--- src/rtl/bsmh_pkg.sv ---
// ----------------------------------------------------------------------------
// bsmh_pkg: shared types and constants for the byte stream mix hash
// Holds the three-word state type, the pipeline job tags, the start
// values and the single-round mix function used by every pipeline stage.
// ----------------------------------------------------------------------------
package bsmh_pkg;

    localparam logic [31:0] GOLDEN_INIT = 32'h9e37_79b9;
    localparam logic [31:0] C_INIT      = 32'h9b97_73e9;

    localparam int BLOCK_BYTES = 12;
    localparam int POS_W       = 4;
    localparam int MIX_STAGES  = 9;
    localparam int ROW_W       = 4;

    typedef struct packed {
        logic [31:0] a;
        logic [31:0] b;
        logic [31:0] c;
    } words_t;

    typedef enum logic [1:0] {
        JOB_NONE,
        JOB_BLOCK,
        JOB_FINAL
    } job_kind_t;

    // One round of the three-word mix: subtract the other two words from
    // the target word, then fold in a shifted copy of the last operand.
    function automatic words_t mix_row(input logic [ROW_W-1:0] row, input words_t w);
        words_t      r;
        logic [31:0] d;
        begin
            r = w;
            d = '0;
            case (row)
                4'd0:
                begin
                    d   = w.a - w.b - w.c;
                    r.a = d ^ (w.c >> 13);
                end
                4'd1:
                begin
                    d   = w.b - w.c - w.a;
                    r.b = d ^ (w.a << 8);
                end
                4'd2:
                begin
                    d   = w.c - w.a - w.b;
                    r.c = d ^ (w.b >> 13);
                end
                4'd3:
                begin
                    d   = w.a - w.b - w.c;
                    r.a = d ^ (w.c >> 12);
                end
                4'd4:
                begin
                    d   = w.b - w.c - w.a;
                    r.b = d ^ (w.a << 16);
                end
                4'd5:
                begin
                    d   = w.c - w.a - w.b;
                    r.c = d ^ (w.b >> 5);
                end
                4'd6:
                begin
                    d   = w.a - w.b - w.c;
                    r.a = d ^ (w.c >> 3);
                end
                4'd7:
                begin
                    d   = w.b - w.c - w.a;
                    r.b = d ^ (w.a << 10);
                end
                4'd8:
                begin
                    d   = w.c - w.a - w.b;
                    r.c = d ^ (w.b >> 15);
                end
                default:
                begin
                    r = w;
                end
            endcase
            return r;
        end
    endfunction

endpackage

--- src/rtl/byte_stream_mix_hash.sv ---
// ----------------------------------------------------------------------------
// byte_stream_mix_hash: streaming lookup2-style key hash
// Gathers key bytes into twelve-byte groups, mixes each group into three
// words through a nine-stage mix pipeline and emits {a, c} per key.
// ----------------------------------------------------------------------------
// The block takes at most one key byte per request, one request per clock
// cycle when not stalled. Every twelfth byte adds a completed group
// little-endian into words a, b and c and launches the three-word mix, which
// runs as a nine-stage pipeline with one mixing round per stage. The request
// marked last adds the key length and the remaining tail bytes (tail bytes
// for c shifted up one byte) and sends the words through the pipeline once
// more; the hash is loaded into the output register as it leaves the last
// stage, upper word a, lower word c. A request with no byte and last set
// closes the key, even an empty one. The input stalls only in two places:
// while a finished hash waits at the pipeline exit behind a stalled output,
// and when a key ends on a full group or before its last full group has
// reached the last mix stage - the final pass then waits for that group.
// ----------------------------------------------------------------------------
module byte_stream_mix_hash
    import bsmh_pkg::*;
(
    input  logic        clk,
    input  logic        rst_n,
    input  logic        in_valid,
    output logic        in_stall,
    input  logic [7:0]  data_byte,
    input  logic        has_byte,
    input  logic        last,
    output logic        out_valid,
    input  logic        out_stall,
    output logic [63:0] hash_value
);

    localparam int LAST_STAGE = MIX_STAGES - 1;

    // Key state
    words_t                 state_reg;
    words_t                 state_next;
    logic [7:0]             bytes_reg [BLOCK_BYTES];
    logic [POS_W-1:0]       pos_reg;
    logic [POS_W-1:0]       pos_next;
    logic [31:0]            len_reg;
    logic [31:0]            len_next;

    // Final pass parked behind a group still in the mix pipeline
    logic                   pend_valid_reg;
    logic                   pend_valid_next;
    words_t                 pend_reg;

    // Mix pipeline
    words_t                 stage_reg [MIX_STAGES];
    job_kind_t              kind_reg  [MIX_STAGES];
    words_t                 stage0_next;
    job_kind_t              kind0_next;
    words_t                 exit_words;

    // Output register
    logic                   out_valid_reg;
    logic                   out_valid_next;
    logic [63:0]            hash_reg;

    logic                   advance;
    logic                   accept;
    logic                   block_now;
    logic                   busy_early;
    logic                   exit_block;
    logic                   exit_final;
    logic                   reinject;
    logic                   need_pend;
    logic [POS_W-1:0]       tail_count;
    logic [7:0]             merged   [BLOCK_BYTES];
    logic [7:0]             masked   [BLOCK_BYTES];
    words_t                 cur_words;
    words_t                 block_words;
    words_t                 tail_words;

    // ------------------------------------------------------------------
    // Pipeline exit and flow control
    // ------------------------------------------------------------------
    assign exit_words = mix_row(ROW_W'(LAST_STAGE), stage_reg[LAST_STAGE]);
    assign exit_block = (kind_reg[LAST_STAGE] == JOB_BLOCK);
    assign exit_final = (kind_reg[LAST_STAGE] == JOB_FINAL);

    // Freeze everything while a finished hash cannot leave the pipeline.
    assign advance  = !(exit_final && out_valid_reg && out_stall);
    assign in_stall = !advance || pend_valid_reg;
    assign accept   = in_valid && !in_stall;
    assign reinject = advance && exit_block && pend_valid_reg;

    // A group anywhere before the last stage still owns the key words.
    always_comb
    begin
        busy_early = 1'b0;
        for (int i = 0; i < LAST_STAGE; i++)
        begin
            busy_early = busy_early || (kind_reg[i] == JOB_BLOCK);
        end
    end

    // ------------------------------------------------------------------
    // Byte gathering: merge the incoming byte into the current group
    // ------------------------------------------------------------------
    assign block_now  = has_byte && (pos_reg == POS_W'(BLOCK_BYTES - 1));
    assign tail_count = block_now ? '0 : (pos_reg + POS_W'(has_byte));
    assign len_next   = len_reg + 32'(has_byte);

    always_comb
    begin
        for (int i = 0; i < BLOCK_BYTES; i++)
        begin
            merged[i] = (has_byte && (pos_reg == POS_W'(i))) ? data_byte : bytes_reg[i];
            // Drop bytes left over from an earlier group.
            masked[i] = (POS_W'(i) < tail_count) ? merged[i] : 8'h00;
        end
    end

    assign block_words.a = {merged[3],  merged[2],  merged[1], merged[0]};
    assign block_words.b = {merged[7],  merged[6],  merged[5], merged[4]};
    assign block_words.c = {merged[11], merged[10], merged[9], merged[8]};

    // Tail bytes for c move up one byte; the key length goes in as well.
    assign tail_words.a = {masked[3], masked[2], masked[1], masked[0]};
    assign tail_words.b = {masked[7], masked[6], masked[5], masked[4]};
    assign tail_words.c = {masked[10], masked[9], masked[8], 8'h00} + len_next;

    // Take the group leaving the pipeline this cycle as the key words.
    assign cur_words = (exit_block && !pend_valid_reg) ? exit_words : state_reg;

    assign need_pend = last && (busy_early || block_now);

    // ------------------------------------------------------------------
    // Pipeline entry
    // ------------------------------------------------------------------
    always_comb
    begin
        stage0_next = cur_words;
        kind0_next  = JOB_NONE;
        if (reinject)
        begin
            stage0_next.a = exit_words.a + pend_reg.a;
            stage0_next.b = exit_words.b + pend_reg.b;
            stage0_next.c = exit_words.c + pend_reg.c;
            kind0_next    = JOB_FINAL;
        end
        else if (accept && block_now)
        begin
            stage0_next.a = cur_words.a + block_words.a;
            stage0_next.b = cur_words.b + block_words.b;
            stage0_next.c = cur_words.c + block_words.c;
            kind0_next    = JOB_BLOCK;
        end
        else if (accept && last && !need_pend)
        begin
            stage0_next.a = cur_words.a + tail_words.a;
            stage0_next.b = cur_words.b + tail_words.b;
            stage0_next.c = cur_words.c + tail_words.c;
            kind0_next    = JOB_FINAL;
        end
    end

    // ------------------------------------------------------------------
    // Key state update
    // ------------------------------------------------------------------
    always_comb
    begin
        state_next      = state_reg;
        pos_next        = pos_reg;
        pend_valid_next = pend_valid_reg;
        if (advance && exit_block && !pend_valid_reg)
        begin
            state_next = exit_words;
        end
        if (reinject)
        begin
            pend_valid_next = 1'b0;
        end
        if (accept)
        begin
            if (last)
            begin
                state_next.a    = GOLDEN_INIT;
                state_next.b    = GOLDEN_INIT;
                state_next.c    = C_INIT;
                pos_next        = '0;
                pend_valid_next = need_pend;
            end
            else
            begin
                pos_next = tail_count;
            end
        end
    end

    always_ff @(posedge clk or negedge rst_n)
    begin
        if (!rst_n)
        begin
            state_reg.a    <= GOLDEN_INIT;
            state_reg.b    <= GOLDEN_INIT;
            state_reg.c    <= C_INIT;
            pos_reg        <= '0;
            len_reg        <= '0;
            pend_valid_reg <= 1'b0;
        end
        else
        begin
            state_reg      <= state_next;
            pos_reg        <= pos_next;
            pend_valid_reg <= pend_valid_next;
            if (accept)
            begin
                len_reg <= last ? 32'h0 : len_next;
            end
        end
    end

    // Group bytes and the parked tail carry no reset.
    always_ff @(posedge clk)
    begin
        if (accept && has_byte)
        begin
            bytes_reg[pos_reg] <= data_byte;
        end
        if (accept && need_pend)
        begin
            pend_reg <= tail_words;
        end
    end

    // ------------------------------------------------------------------
    // Mix pipeline: one round per stage, all stages advance together
    // ------------------------------------------------------------------
    always_ff @(posedge clk or negedge rst_n)
    begin
        if (!rst_n)
        begin
            for (int i = 0; i < MIX_STAGES; i++)
            begin
                kind_reg[i] <= JOB_NONE;
            end
        end
        else if (advance)
        begin
            kind_reg[0] <= kind0_next;
            for (int i = 1; i < MIX_STAGES; i++)
            begin
                kind_reg[i] <= kind_reg[i-1];
            end
        end
    end

    always_ff @(posedge clk)
    begin
        if (advance)
        begin
            stage_reg[0] <= stage0_next;
            for (int i = 1; i < MIX_STAGES; i++)
            begin
                stage_reg[i] <= mix_row(ROW_W'(i - 1), stage_reg[i-1]);
            end
        end
    end

    // ------------------------------------------------------------------
    // Output register
    // ------------------------------------------------------------------
    always_comb
    begin
        if (advance && exit_final)
        begin
            out_valid_next = 1'b1;
        end
        else if (out_stall)
        begin
            out_valid_next = out_valid_reg;
        end
        else
        begin
            out_valid_next = 1'b0;
        end
    end

    always_ff @(posedge clk or negedge rst_n)
    begin
        if (!rst_n)
        begin
            out_valid_reg <= 1'b0;
        end
        else
        begin
            out_valid_reg <= out_valid_next;
        end
    end

    always_ff @(posedge clk)
    begin
        if (advance && exit_final)
        begin
            hash_reg <= {exit_words.a, exit_words.c};
        end
    end

    assign out_valid  = out_valid_reg;
    assign hash_value = hash_reg;

endmodule

--- config.mk ---
export PLATFORM = sky130hd
export DESIGN_NAME = byte_stream_mix_hash
export DESIGN_NICKNAME = d
export VERILOG_FILES = /design/src/rtl/bsmh_pkg.sv /design/src/rtl/byte_stream_mix_hash.sv
export SDC_FILE = /design/constraint.sdc
export NUM_CORES = 2
export LEC_CHECK = 0
export CELL_PAD_IN_SITES_DETAIL_PLACEMENT = 1
export CELL_PAD_IN_SITES_GLOBAL_PLACEMENT = 2
export CORE_AREA = 2 2 427 429
export CTS_BUF_LIST = sky130_fd_sc_hd__clkbuf_2
export CTS_CLUSTER_DIAMETER = 200
export DETAILED_ROUTE_END_ITERATION = 12
export DIE_AREA = 0 0 429 431
export DONT_BUFFER_PORTS = 1
export HOLD_SLACK_MARGIN = 0.12
export PLACE_DENSITY_LB_ADDON = 0.1
export SYNTH_ARGS = -nofsm -noshare
export SYNTH_HDL_FRONTEND = slang
export SYNTH_SLANG_ARGS = --single-unit
--- constraint.sdc ---
create_clock -name clk -period 48.4 [get_ports clk]
set_clock_uncertainty 0.2 [all_clocks]
set_input_delay 7.26 -clock clk [delete_from_list [all_inputs] [get_ports clk]]
set_output_delay 7.26 -clock clk [all_outputs]
set_load 0.02 [all_outputs]
== After elaboration in Yosys (flattened, before gate mapping) ==
Memories as Yosys holds them, arrays and structs flattened.
Cells that the tools add are included.

* Memory bits (writable): 960
* Memories: 2
* Word-level logic and storage cells: 194
* Bits in registers: 312

{| class="wikitable"
|+ Memories
! name !! words !! width !! read ports !! clocked after memory_dff !! write ports !! RTL line !! RTL
|-
| stage_reg || 9 || 96 || 9 || 0 || 9 || byte_stream_mix_hash.sv:51 || <nowiki>words_t stage_reg [MIX_STAGES];</nowiki>
|-
| bytes_reg || 12 || 8 || 12 || 0 || 1 || byte_stream_mix_hash.sv:39 || <nowiki>logic [7:0] bytes_reg [BLOCK_BYTES];</nowiki>
|}

* Add/subtract/negate cells: 30
* Multiplexer cells: 60
* Reductions and logical operators: 40
* Magnitude comparators: 11
* Bitwise operators: 9
* Eq/ne operators: 22

{| class="wikitable"
|+ Operators with widths
! kind !! count
|-
| $mux 96 || 7
|-
| $sub 32x32->32 || 18
|-
| $mux 64 || 8
|-
| $add 32x32->32 || 10
|-
| $mux 32 || 9
|-
| $mux 8 || 23
|-
| $xor 32x32->32 || 3
|-
| $xor 32x19->32 || 2
|-
| $add 32x1->32 || 1
|-
| $xor 32x17->32 || 1
|-
| $xor 32x20->32 || 1
|-
| $xor 32x27->32 || 1
|-
| $xor 32x29->32 || 1
|-
| $logic_and 1x1->1 || 26
|-
| $eq 2x1->1 const B || 9
|-
| $eq 4x3->1 const B || 4
|-
| $eq 4x4->1 const B || 4
|-
| $lt 3x4->1 const A || 4
|-
| $lt 4x4->1 const A || 3
|-
| $logic_or 1x1->1 || 9
|-
| $eq 4x2->1 const B || 2
|-
| $lt 1x4->1 const A || 2
|-
| $lt 2x4->1 const A || 2
|-
| $mux 1 || 8
|-
| other kinds (8) || 14
|}

== Logic depth before layout (Yosys ltp) ==
* Depth in word-level cells: 15
* Depth in mapped cells: 33
* Mapped depth without buffers: 32

== Worst setup path before layout ==
No wires, ideal clock.

* Path type: input-to-reg
* Start: input out_stall
* End: register kind_reg[10] (netlist name)
* Path buffers: 1
* Required time: 47.042 ns
* Library setup time: 1.158 ns
* Stages: 5
* Setup slack: 15.458 ns
* Arrival: 31.584 ns
* Cells stage by stage: nand2_1 nor2_1 inv_1 clkbuf_1 o21ai_0

* Word-level cells in the longest chain between the ends: 1

{| class="wikitable"
|+ RTL lines
! element !! RTL line !! RTL
|-
| from (decl) || byte_stream_mix_hash.sv:30 || <nowiki>input logic out_stall,</nowiki>
|-
| $logic_and 1x1->1 || byte_stream_mix_hash.sv:85 || <nowiki>assign advance = !(exit_final && out_valid_reg && out_stall);</nowiki>
|-
| to (signal, indexed assignment) || byte_stream_mix_hash.sv:247 || <nowiki>kind_reg[i] <= kind_reg[i-1];</nowiki>
|-
| to (decl) || byte_stream_mix_hash.sv:52 || <nowiki>job_kind_t kind_reg [MIX_STAGES];</nowiki>
|}

Every way passes these cells.
A chain may end at the register's enable or synchronous reset.

== Worst setup path after layout ==
* Start: input out_stall
* End: output in_stall

* Word-level cells in the longest chain between the ends: 2

{| class="wikitable"
|+ RTL lines
! element !! RTL line !! RTL
|-
| $logic_and 1x1->1 || byte_stream_mix_hash.sv:85 ||
|-
| $logic_or 1x1->1 || byte_stream_mix_hash.sv:86 || <nowiki>assign in_stall = !advance || pend_valid_reg;</nowiki>
|-
| to (decl) || byte_stream_mix_hash.sv:25 || <nowiki>output logic in_stall,</nowiki>
|}

Every way passes these cells.

==> run summary <==
Worst Path Buf+Inv = 2
Synthesized net count = 8,145
Count of different cell masters after synthesis = 106
Via count = 57.3k
Asr flop ratio synth = 0.120
Hold Path Depth = 0
PostCTS Resize Cnt = 0
Area of the die = 185,000 sq um
Final max-slew violation count = 0
Min cycle time layout = 15.78 ns
Register area share after synthesis = 0.463
Post-route ant nets = 0
# rows = 156
Max-capacitance violation count = 0
First-pass GRT wire length = 391 mm
Pin count of the biggest net entering global routing = 175
GR Util met3 = 0.0410
DRC Markers = 0
Slew @ Worst Pin = 1.28 ns
# H-tree levels = 5
CTS Buffer Depth = 4
Fill cell count = 19.6k
EDFF count, synth = 1,119
Initial core utilization = 0.449
Final wirelength = 268 mm
Fmax = 63.4 MHz
Status = finished, final reports clean
Endpoints failing hold = 0
GR peak layer = met2
Initial antenna violation count = 9
Met2 usage = 0.494
Post-layout nets = 8,448
TritonRoute pass-1 iters = 6
Max incr delay on CP = 0.37 ns
Worst Path Max Fanout = 69
Crit path DAT = 8.32 ns
Critical path type = primary input to primary output
Finish-stage setup viols = 0
Largest cells by area after synthesis = edfxtp_1 (42%), ha_1 (9.3%), fa_1 (7.0%), xnor2_1 (5.9%), inv_1 (3.8%)
Via-to-Cell Ratio = 5.62
CP endpoint kind = primary output
Cells after synthesis = 7,244
# IOs = 80
Synth Register Bits = 1,271
CP cell instances = nand2_1, nor2_2, buf_4, inv_8, nand2b_1
WL/cell = 26.3 um
WHS Endpoint = stage_reg[0][647]
Worst hold start = stage_reg[0][551]
GRT Overall Usage = 0.289
Final TNS setup = 0 ns
Most common cell in the synthesized netlist = edfxtp_1
Detailed placement HPWL = 206 mm
CTS tree = built
Leading area contributor after synthesis = edfxtp_1
DIE WIDTH = 429 um
Share of cells above drive strength 1 = 0.109
Root Buffer Master = clkbuf_2
Post-DP Area = 83,900 sq um
Die height = 431 um
Placer Congestion = 0.913
Layout overhead on the synthesized area = 7.80%
Max reg flops = 864
GR Overflow Total = 0
DR iter-0 viols = 3,719
Class of the worst hold path = flop to flop
Prevailing post-synth register cell = edfxtp_1
TritonCTS sink count = 1,271
RSZ-0062 raised after global routing = no
Buffers on Ports = 0
Area of the multi-input gates = 39,900 sq um
Avg Cell Area, Syn = 11.2 sq um
Clk pin slew, worst setup/hold paths = 0.12 ns
Flop-to-flop setup slack = 40.54 ns
Core Area = 180,000 sq um
Period utilization = 0.326
Post-Synthesis Cell Area = 80,900 sq um
Commonest cells post-synth = edfxtp_1 (1,119), inv_1 (813), ha_1 (603)
Warnings, synthesis = 0
Slowest CP cell = inv_8
Worst slew margin = 0.150
Design area = 87,200 sq um
Reg-to-reg endpoint = stage_reg[0][30]
Reg area = 37,500 sq um
Worst r2r path cells = 24
Worst-Skew Late Latency = 1.93 ns
Worst Path Required = 40.94 ns
Synth top area share = 0.415
Top cell family by delay on the critical path = buffers and inverters
CTS Buf Count = 373
Vias in the first global route = 61.7k
Met1 GRT Util = 0.357
RR Startpoint = stage_reg[0][836]
Startpoint types = primary input
==> cells by family (layout without fill, tap and decap cells) <==
group,count (synthesis),in the layout,synth area share
mux,145,145,0.0192
flops,1271,1271,0.463
xor+xnor,761,761,0.0829
compound gates,1747,1747,0.139
other cells,0,11,0
buf+inv,943,1528,0.0440
fa+ha+maj,887,887,0.164
simple gates,1490,1490,0.0882
==> cell type report <==
cell class	count	share of cell area
inverter	813	0.0351
clock inverter	124	0.00686
antenna	11	0.000316
timing repair buffer	58	0.00540
sequential	1271	0.430
tap	2370	0.0340
multi-input combinational	5030	0.458
clock buffer	533	0.0306
==> placed cells by master, fill, tap and decap left out, drive strengths merged, types with 15 or more instances in the layout <==
master	n
clkinv	113
a21boi	34
o21ai	356
a21oi	525
nand2	457
dfrtp	92
nand3	99
nand4	32
mux2	84
or2	22
nor3	113
or3	37
nor2	370
nand2b	99
o31ai	36
edfxtp	1119
inv	819
a22o	15
fa	284
xor2	209
a221oi	15
a31oi	59
and2	48
clkbuf	533
ha	603
o21a	98
dfstp	60
o211ai	50
o21bai	69
a211oi	52
and3	38
a21o	222
buf	54
o22ai	33
xnor2	552
nor2b	122
mux2i	61
==> stage by stage <==
stage / util / std cells / worst slack [ns] / hold slack [ns]
4_1_cts: 0.484 / 10200 / 32.57 / 0.145
5_1_grt: 0.484 / 10200 / 32.48 / 0.174
3_3_place_gp: 0.465 / 9538 / 32.61 / 0.231
3_5_place_dp: 0.465 / 9538 / 32.57 / 0.233
2_1_floorplan: - / 7244 / 15.46 / 0.226
6_report: 0.484 / 10200 / 32.62 / 0.163
==> per-layer routing <==
layer	vias up	share of wire
met1	28800	0.42
met4	0	0.055
met3	585	0.040
li1	26600	-
met5	-	0
met2	1350	0.48
==> worst max path at each step <==
| stage | slack [ns] | startpoint | cells past startpoint | endpoint |
|---|---|---|---|---|
| floorplan | 15.46 | out_stall | 5 | kind_reg[10] |
| global placement | 32.61 | out_stall | 5 | in_stall |
| detailed placement | 32.57 | out_stall | 5 | in_stall |
| CTS | 32.57 | out_stall | 5 | in_stall |
| global route | 32.48 | out_stall | 5 | in_stall |
| finish | 32.62 | out_stall | 5 | in_stall |
==> timing repair <==
item	CTS	global route
setup buffers	0	0
endpoints found under the setup margin	0	0
hold endpoints to repair	4	0
hold buffers	4	0
==> worst register-to-register path: stages (launching register included) <==
cell      delay (ns)
edfxtp_1        0.61
inv_1           0.13
fa_1            0.48
ha_1            0.35
a21oi_1         0.36
o21ai_1         0.28
or2_2           0.40
a21o_1          0.19
a21oi_1         0.17
xnor2_1         0.18
o21ai_0         0.50
ha_1            0.41
nand2_1         0.10
nor2_1          0.04
o21ai_0         0.14
nand4_1         0.27
a41oi_1         0.61
o31ai_1         0.26
o41a_1          0.41
o21a_1          0.22
o41ai_1         0.43
o21ai_0         0.23
xor2_1          0.19
a21oi_1         0.21
a22oi_2         0.10
Power is not shown: default switching activity piles up to over one toggle a cycle in this logic, so the estimate is an artifact.
